`config.mk`:
```
export PLATFORM = sky130hd
export DESIGN_NAME = slp_child_set
export DESIGN_NICKNAME = d
export VERILOG_FILES = /design/src/hdl/slp_pkg.sv /design/src/hdl/slp_child_set.sv
export SDC_FILE = /design/constraint.sdc
export NUM_CORES = 2
export LEC_CHECK = 0
export ABC_CLOCK_PERIOD_IN_PS = 2640
export BUFFER_PORTS_ARGS = -buffer_cell sky130_fd_sc_hd__buf_2
export CAP_MARGIN = 20
export CORE_AREA = 2 2 430 432
export CTS_CLUSTER_DIAMETER = 60
export DETAILED_ROUTE_END_ITERATION = 10
export DIE_AREA = 0 0 432 434
export PLACE_DENSITY = 0.48
export SYNTH_ARGS = -nofsm -noshare
export SYNTH_HDL_FRONTEND = slang
export SYNTH_SLANG_ARGS = --single-unit
```
`constraint.sdc`:
```
create_clock -name clk_i -period 2.64 [get_ports clk_i]
set_input_delay 0.792 -clock clk_i [delete_from_list [all_inputs] [get_ports clk_i]]
set_output_delay 0.792 -clock clk_i [all_outputs]
set_load 0.01 [all_outputs]
```
`src/hdl/slp_pkg.sv`:
```
// Shared constants, codes and types of the system call latency profiler.
`timescale 1ns / 1ps

package slp_pkg;

  localparam int TableDepthDef = 512;
  localparam int ChildSlotsDef = 64;

  localparam int DataW      = 64;
  localparam int PidW       = 23;
  localparam int ThreadPidW = 32;
  localparam int CallW      = 10;
  localparam int CmdW       = 3;
  localparam int CfgIdxW    = 3;
  localparam int CfgDataW   = 23;

  localparam logic [CallW-1:0] RestartCall = 10'd219;

  // Kernel restart return codes, as two's complement words.
  localparam logic [DataW-1:0] RetRestartSys      = 64'hFFFF_FFFF_FFFF_FE00;
  localparam logic [DataW-1:0] RetRestartNoIntr   = 64'hFFFF_FFFF_FFFF_FDFF;
  localparam logic [DataW-1:0] RetRestartNoHand   = 64'hFFFF_FFFF_FFFF_FDFE;
  localparam logic [DataW-1:0] RetRestartBlock    = 64'hFFFF_FFFF_FFFF_FDFC;

  typedef enum logic [CmdW-1:0] {
    CmdEnter = 3'd0,
    CmdExit  = 3'd1,
    CmdFork  = 3'd2,
    CmdPexit = 3'd3,
    CmdRead  = 3'd4
  } cmd_e;

  typedef enum logic [CfgIdxW-1:0] {
    RegFilterEn  = 3'd0,
    RegTracedPid = 3'd1,
    RegFollowEn  = 3'd2,
    RegOwnPid    = 3'd3
  } cfg_reg_e;

  typedef enum logic [2:0] {
    StIdle,
    StScan,
    StExec,
    StTable,
    StDone
  } state_e;

  typedef struct packed {
    logic [CmdW-1:0]         command;
    logic [DataW-1:0]        thread_id;
    logic [CallW-1:0]        call_id;
    logic signed [DataW-1:0] return_value;
    logic [DataW-1:0]        timestamp;
    logic [PidW-1:0]         parent_pid;
    logic [PidW-1:0]         child_pid;
  } in_item_t;

  typedef struct packed {
    logic             applied;
    logic             set_full;
    logic [DataW-1:0] call_count;
    logic [DataW-1:0] total_time;
  } out_item_t;

  typedef struct packed {
    logic [CfgIdxW-1:0]  index;
    logic [CfgDataW-1:0] data;
  } cfg_item_t;

  typedef struct packed {
    logic [ThreadPidW-1:0] pid;
    logic [PidW-1:0]       ppid;
    logic [PidW-1:0]       cpid;
  } child_key_t;

  typedef struct packed {
    logic hit_pid;
    logic hit_ppid;
    logic hit_cpid;
    logic free_found;
  } child_res_t;

  typedef struct packed {
    logic set_slot;
    logic clr_slot;
  } child_upd_t;

  typedef struct packed {
    logic [DataW-1:0] count;
    logic [DataW-1:0] total;
  } stat_entry_t;

endpackage

```
`src/hdl/slp_child_set.sv`:
```
// Child process set: valid flags, pid memory and a sequential lookup scan.
`timescale 1ns / 1ps

module slp_child_set
  import slp_pkg::*;
#(
  parameter int  ChildSlots = ChildSlotsDef,
  localparam int SlotW      = (ChildSlots > 1) ? $clog2(ChildSlots) : 1
) (
  input  logic             clk_i,
  input  logic             rst_ni,
  input  logic             start_i,
  input  child_key_t       key_i,
  output logic             done_o,
  output child_res_t       res_o,
  output logic [SlotW-1:0] pid_slot_o,
  output logic [SlotW-1:0] free_slot_o,
  input  child_upd_t       upd_i,
  input  logic [SlotW-1:0] upd_slot_i,
  input  logic [PidW-1:0]  upd_pid_i
);

  localparam logic [SlotW-1:0] LastSlot = SlotW'(ChildSlots - 1);

  logic [ChildSlots-1:0] valid_q, valid_d;
  logic [PidW-1:0]       pid_mem [ChildSlots];
  logic [PidW-1:0]       rd_pid_q;

  logic             iss_act_q, iss_act_d;
  logic [SlotW-1:0] iss_idx_q, iss_idx_d;
  logic             cmp_act_q, cmp_act_d;
  logic [SlotW-1:0] cmp_idx_q, cmp_idx_d;
  logic             done_q, done_d;

  child_key_t       key_q;
  logic             key_small_q;
  child_res_t       res_q, res_d;
  logic [SlotW-1:0] pid_slot_q, pid_slot_d;
  logic [SlotW-1:0] free_slot_q, free_slot_d;
  logic             slot_valid;

  always_ff @(posedge clk_i) begin
    if (upd_i.set_slot) begin
      pid_mem[upd_slot_i] <= upd_pid_i;
    end
    if (iss_act_q) begin
      rd_pid_q <= pid_mem[iss_idx_q];
    end
  end

  always_comb begin
    valid_d = valid_q;
    if (upd_i.set_slot) begin
      valid_d[upd_slot_i] = 1'b1;
    end
    if (upd_i.clr_slot) begin
      valid_d[upd_slot_i] = 1'b0;
    end
  end

  // Reads are issued one slot per cycle; each slot is compared in the cycle after its read.
  always_comb begin
    iss_act_d   = iss_act_q;
    iss_idx_d   = iss_idx_q;
    cmp_act_d   = iss_act_q;
    cmp_idx_d   = iss_idx_q;
    res_d       = res_q;
    pid_slot_d  = pid_slot_q;
    free_slot_d = free_slot_q;
    done_d      = 1'b0;
    slot_valid  = valid_q[cmp_idx_q];
    if (start_i) begin
      iss_act_d   = 1'b1;
      iss_idx_d   = '0;
      res_d       = '0;
      pid_slot_d  = '0;
      free_slot_d = '0;
    end else if (iss_act_q) begin
      if (iss_idx_q == LastSlot) begin
        iss_act_d = 1'b0;
      end else begin
        iss_idx_d = iss_idx_q + 1'b1;
      end
    end
    if (cmp_act_q) begin
      if (slot_valid) begin
        if (key_small_q && (rd_pid_q == key_q.pid[PidW-1:0]) && !res_q.hit_pid) begin
          res_d.hit_pid = 1'b1;
          pid_slot_d    = cmp_idx_q;
        end
        if (rd_pid_q == key_q.ppid) begin
          res_d.hit_ppid = 1'b1;
        end
        if (rd_pid_q == key_q.cpid) begin
          res_d.hit_cpid = 1'b1;
        end
      end else if (!res_q.free_found) begin
        res_d.free_found = 1'b1;
        free_slot_d      = cmp_idx_q;
      end
      if (cmp_idx_q == LastSlot) begin
        done_d = 1'b1;
      end
    end
  end

  always_ff @(posedge clk_i or negedge rst_ni) begin
    if (!rst_ni) begin
      valid_q   <= '0;
      iss_act_q <= 1'b0;
      iss_idx_q <= '0;
      cmp_act_q <= 1'b0;
      cmp_idx_q <= '0;
      done_q    <= 1'b0;
    end else begin
      valid_q   <= valid_d;
      iss_act_q <= iss_act_d;
      iss_idx_q <= iss_idx_d;
      cmp_act_q <= cmp_act_d;
      cmp_idx_q <= cmp_idx_d;
      done_q    <= done_d;
    end
  end

  always_ff @(posedge clk_i) begin
    if (start_i) begin
      key_q       <= key_i;
      key_small_q <= (key_i.pid[ThreadPidW-1:PidW] == '0);
    end
    res_q       <= res_d;
    pid_slot_q  <= pid_slot_d;
    free_slot_q <= free_slot_d;
  end

  assign done_o      = done_q;
  assign res_o       = res_q;
  assign pid_slot_o  = pid_slot_q;
  assign free_slot_o = free_slot_q;

  a_start_scans: assert property (@(posedge clk_i) disable iff (!rst_ni)
    start_i |=> iss_act_q)
    else $error("child scan did not start");

  a_no_update_in_scan: assert property (@(posedge clk_i) disable iff (!rst_ni)
    (upd_i.set_slot || upd_i.clr_slot) |-> !(iss_act_q || cmp_act_q || start_i))
    else $error("child set updated during a scan");

endmodule

```
==> Yosys cells after proc, flatten, opt, wreduce, memory -nomap -nowiden <==
Memories as Yosys holds them, arrays and structs flattened. A register that Yosys moved wholly into a read port is not among the register bits.
Index checks and enable logic that the tools add are counted.
Widths: inputs -> output; s select.
{ "word_totals": {"reg_bits": 165, "ram_bits": 1472, "out_inout_bits": 17, "wordCells": 69, "n_memories": 1} }
{ "memory_table": {"columns": ["name", "words", "width", "read_ports", "rd_clocked_by_memory_dff", "write_ports", "line_no", "rtl"], "rows": [
  ["pid_mem", 64, 23, 1, 1, 1, "slp_child_set.sv:26", "logic [PidW-1:0] pid_mem [ChildSlots];"]
]} }
{ "op_classes": {"n_addsub": 1, "n_lt_le_gt_ge": 3, "n_eq_ne": 6, "mux": 32, "n_bitwise": 3, "n_reduce_logical": 7} }
{ "ops": {"columns": ["op", "n"], "rows": [
  ["$mux 64", 2],
  ["$eq 23x23->1", 3],
  ["$mux 6", 11],
  ["$and 64x64->64", 1],
  ["$not 64->64", 1],
  ["$or 64x64->64", 1],
  ["$lt 6x7->1 const B", 2],
  ["$mux 1", 14],
  ["$eq 6x6->1 const B", 2],
  ["$logic_not 9->1", 1],
  ["$mux 4", 2],
  ["$add 6x1->6 const B", 1],
  ["$bmux 1 s6", 1],
  ["$demux 1 s6", 1],
  ["$ge 6x1->1 const B", 1],
  ["$logic_and 1x1->1", 3],
  ["$mux 3", 1],
  ["$ne 2x2->1 const B", 1],
  ["$reduce_and 2->1", 1],
  ["$reduce_bool 2->1", 1],
  ["$logic_not 1->1", 1]
]} }

==> Depth between registers and ports, before layout <==
{ "logic_depth": {"depth_word": 8, "mapped_depth": 9} }

==> Worst setup path after synthesis <==
No wires, ideal clock.
{ "synth_path": {"path_kind": "input port to flip-flop", "from": "input port upd_slot_i[3]", "to": "memory pid_mem[40][0], enable pin", "setup_ns": 0.404, "arrival_ns": 2.629, "required_time_ns": 2.236, "path_slack_ns": -0.393, "cell_stages": 5, "n_path_buf": 2, "cell_sequence": "clkbuf_1 > nand2_1 > or2_2 > clkbuf_1 > nor2_1"} }
{ "synth_lines": {"columns": ["element", "line_no", "rtl"], "rows": [
  ["start: declaration", "slp_child_set.sv:19", "input logic [SlotW-1:0] upd_slot_i,"],
  ["end: declaration", "slp_child_set.sv:26", null]
]} }
No word-level cell before the write port.

==> impl_results.md <==
* Clock transition at the registers of the reported paths at 0.06 ns
* Min Hold Slack at 0.153 ns
* Vias in the first global route at 32528
* Post-route antenna net violation count at 0
* Worst Max-Slew Pin Slew at 1.02 ns
* Worst path top cell family by delay: multiplexers
* First-pass GRT wire length at 263000 um
* Crit path max fanout at 13
* Root buf cell: clkbuf_16
* Initial antenna violation count at 9
* Pint at 46.0 mW
* Width of the die at 432 um
* DR vias/cell at 5.45
* Comb power frac at 0.078
* WHS Endpoint: key_q[11]
* Seq/Total Area, Yosys at 0.774
* Adder-Cell Fraction of Synth Area at 0.000196
* Leak at 24.6 nW
* Crit path cell chain: buf_12 > buf_12 > bufbuf_16 > mux4_2 > mux4_2 > mux4_2
* Worst path slowest cell: mux4_2
* Worst EP arrival at 3.46 ns
* Number of DRC markers in iteration 0 at 3414
* Die H at 434 um
* Clock skew at 0.0341 ns
* Num rows at 157
* Total gr overflow at 0
* Synth Instances at 2696
* Hold path depth at 1
* Max-slew violation count at 0
* R2R Setup Slk at -0.28 ns
* Worst Setup Start Kind: flop
* Clk_lat worst skew at 0.82 ns
* Yosys cell types at 51
* Core Area at 182000 um^2
* PD cells at 764 nW/um^2
* Hold WC Path Type: in2reg
* Post-route setup slack at -0.276 ns
* Cell Area, Placed at 71200 um^2
* Final Core Density at 0.426
* Final WL at 191000 um
* HP Start: key_i[11]
* Starting Density at 0.349
* TritonCTS buffer count at 178
* Worst r2r src: cmp_idx_d[0]
* Largest area contributor in the netlist: edfxtp_1
* Commonest cells in the synthesized netlist: edfxtp_1, mux4_2, nor2_1
* Number of max-cap violations at 0
* Avg Cell Area, Syn at 23.6 um^2
* Tcrit/Tclk final at 1.10
* Largest net degree at the start of global routing at 73
* Overall Global Routing Usage at 0.203
* H-tree levels at 4
* R2R cell count at 6
* Final Hold Vio Count at 0
* Die Footprint at 187000 um^2
* Critical path class: reg2reg
* XOR/XNOR share of the synthesized area at 0.0100
* Failing checks: setup timing
* Final total power at 59.5 mW
* CTS Buffer Depth at 3
* Area growth, synth to finish at 22.2%
* Layout cells sized above 1 at 0.393
* Unrepaired setup endpoints after global routing: yes
* Layout net count at 3323
* Syn_nets at 2809
* Synth top area cells: edfxtp_1, mux4_2, dfrtp_1
* Place WS at -0.414 ns
* Clock network power share at 0.422
* Relative slew slack at 0.323
* Via Count at 31333
* Ys async rst share at 0.0476
* Flop pwr share at 0.501
* CTS tree: built
* Gp weighted congestion at 0.811
* Wirelength per Cell at 33.2 um
* Slowest stage delay, CP at 0.55 ns
* Critical Path RT at 3.19 ns
* Most common flop cell mapped by yosys: edfxtp_1
* WP buf/inv at 3
* Yosys warns at 0
* Syn Std Cell Area at 63700 um^2
* Input/output buffers at 128
* RR Endpoint: rd_pid_q[9]
* I/O pin count at 129
* Count leader, synth: edfxtp_1
* Post-layout min period at 2.92 ns
* Finished Cell Area at 77800 um^2
* P_sw at 13.5 mW
* Fraction of power spent switching nets at 0.227
* # clock sinks at 1660
* Main combinational cell family by area after synthesis: multiplexers
* Number of synthesized flops with an enable pin at 1565
* Mux share of post-synthesis cell area at 0.179
* Remaining DRCs at 0
* Status: finished with violations
* HPWL Detailed at 119000 um
* Top-area cell type share of the netlist area at 0.738
* Worst VDD drop at 0.000710 V
* Synth Area in Compound Gates at 0.0102
* Crit. End Element: flop
* 1st-pass router iterations at 5
* Simple-gate area share of the yosys netlist at 0.0162
* Final setup viols at 23
* Fmax at 0.343 GHz
* CP most frequent cell: mux4_2
* Register bit total from synthesis at 1660
logic make-up (layout without fill, tap and decap cells):
| group | count (synthesis) | after routing |
|---|---|---|
| adders and majority gates | 1 | 1 |
| muxes | 514 | 514 |
| AOI/OAI and AO/OA | 88 | 88 |
| DFF | 1660 | 1660 |
| xor gates and xnor gates | 73 | 73 |
| and+or+nand+nor | 221 | 221 |
| other | 0 | 4 |
| buffers and inverters | 139 | 803 |
cells in the final DEF (no fill, tap or decap), types with 32 or more instances in the layout:
cell	instances
nor2_4	62
clkinv_2	36
clkbuf_16	183
buf_4	168
clkinv_1	32
mux4_2	496
edfxtp_1	1565
nor2_1	53
dfrtp_1	72
buf_2	126
a21oi_1	32
buf_12	145
o22a_1	32
xnor2_1	53
clkbuf_1	33
how the worst max path moves through the flow:
| stage | startpoint | to | depth (start not counted) |
|---|---|---|---|
| final | cmp_idx_d[0] | rd_pid_q[9] | 6 |
| after global routing | cmp_idx_d[0] | rd_pid_q[21] | 8 |
| after CTS | cmp_idx_d[0] | rd_pid_q[16] | 7 |
| after detailed placement | cmp_idx_d[0] | rd_pid_q[6] | 6 |
| after global placement | cmp_idx_d[0] | rd_pid_q[6] | 6 |
| after floorplan | upd_slot_i[3] | pid_mem[16][0] | 3 |
per-layer routing:
metal / GRT usage / routed length, um
met4: 0.0659 / 5680
met2: 0.332 / 93000
met3: 0.0322 / 10700
met1: 0.280 / 81300
met5: 0 / 0
power groups by stage:
| stage | Sequential (mW) | Combinational, mW | Clock (mW) |
|---|---|---|---|
| floorplan | 30.1 | 2.43 | 0 |
| global placement | 30.3 | 4.40 | 0 |
| detailed placement | 30.3 | 4.49 | 0 |
| CTS | 29.8 | 4.62 | 25.6 |
| global route | 29.8 | 4.89 | 26.6 |
| finish | 29.8 | 4.62 | 25.1 |
stage by stage:
step	instances	TNS (ns)
after floorplan	2696	-204.37
after global placement	5381	-7.47
after detailed placement	5381	-7.60
after global routing	5747	-5.80
after CTS	5735	-5.34
final	5749	-4.84
worst register-to-register path: stages, from the launching register on:
cell and delay (ns):
dfrtp_4 0.43, buf_12 0.14, buf_12 0.16, bufbuf_16 0.34, mux4_2 0.52, mux4_2 0.55
mux4_2 0.49
timing repair:
| action | CTS | global route |
|---|---|---|
| setup endpoints to repair | 36 | 31 |
| gates cloned | 5 | 5 |
| endpoints found under the hold margin | 7 | 0 |
| hold buffers | 1 | 0 |
| gates resized for setup | 30 | 11 |
| buffers inserted | 19 | 6 |
| pin swaps | 0 | 1 |
registers in the layout (all words and copies together), names as in the netlist:
name and flops:
cmp_act_d 1, cmp_act_q 1, key_q 69, pid_slot_o 6, done_o 1, pid_mem 1472
valid_q 64, cmp_idx_q 6, rd_pid_q 23, res_o 4, free_slot_o 6, cmp_idx_d 6
key_small_q 1
area by class of cell:
type,instances,area (um^2)
tap,2385,2980
inverter,5,18.8
timing repair buffer,468,5350
multi-input combinational,897,14200
sequential,1660,49300
fill,15491,105000
clock buffer,214,4620
antenna,4,10.0
clock inverter,116,1310
Note: power is estimated with default switching activity, not from simulation.
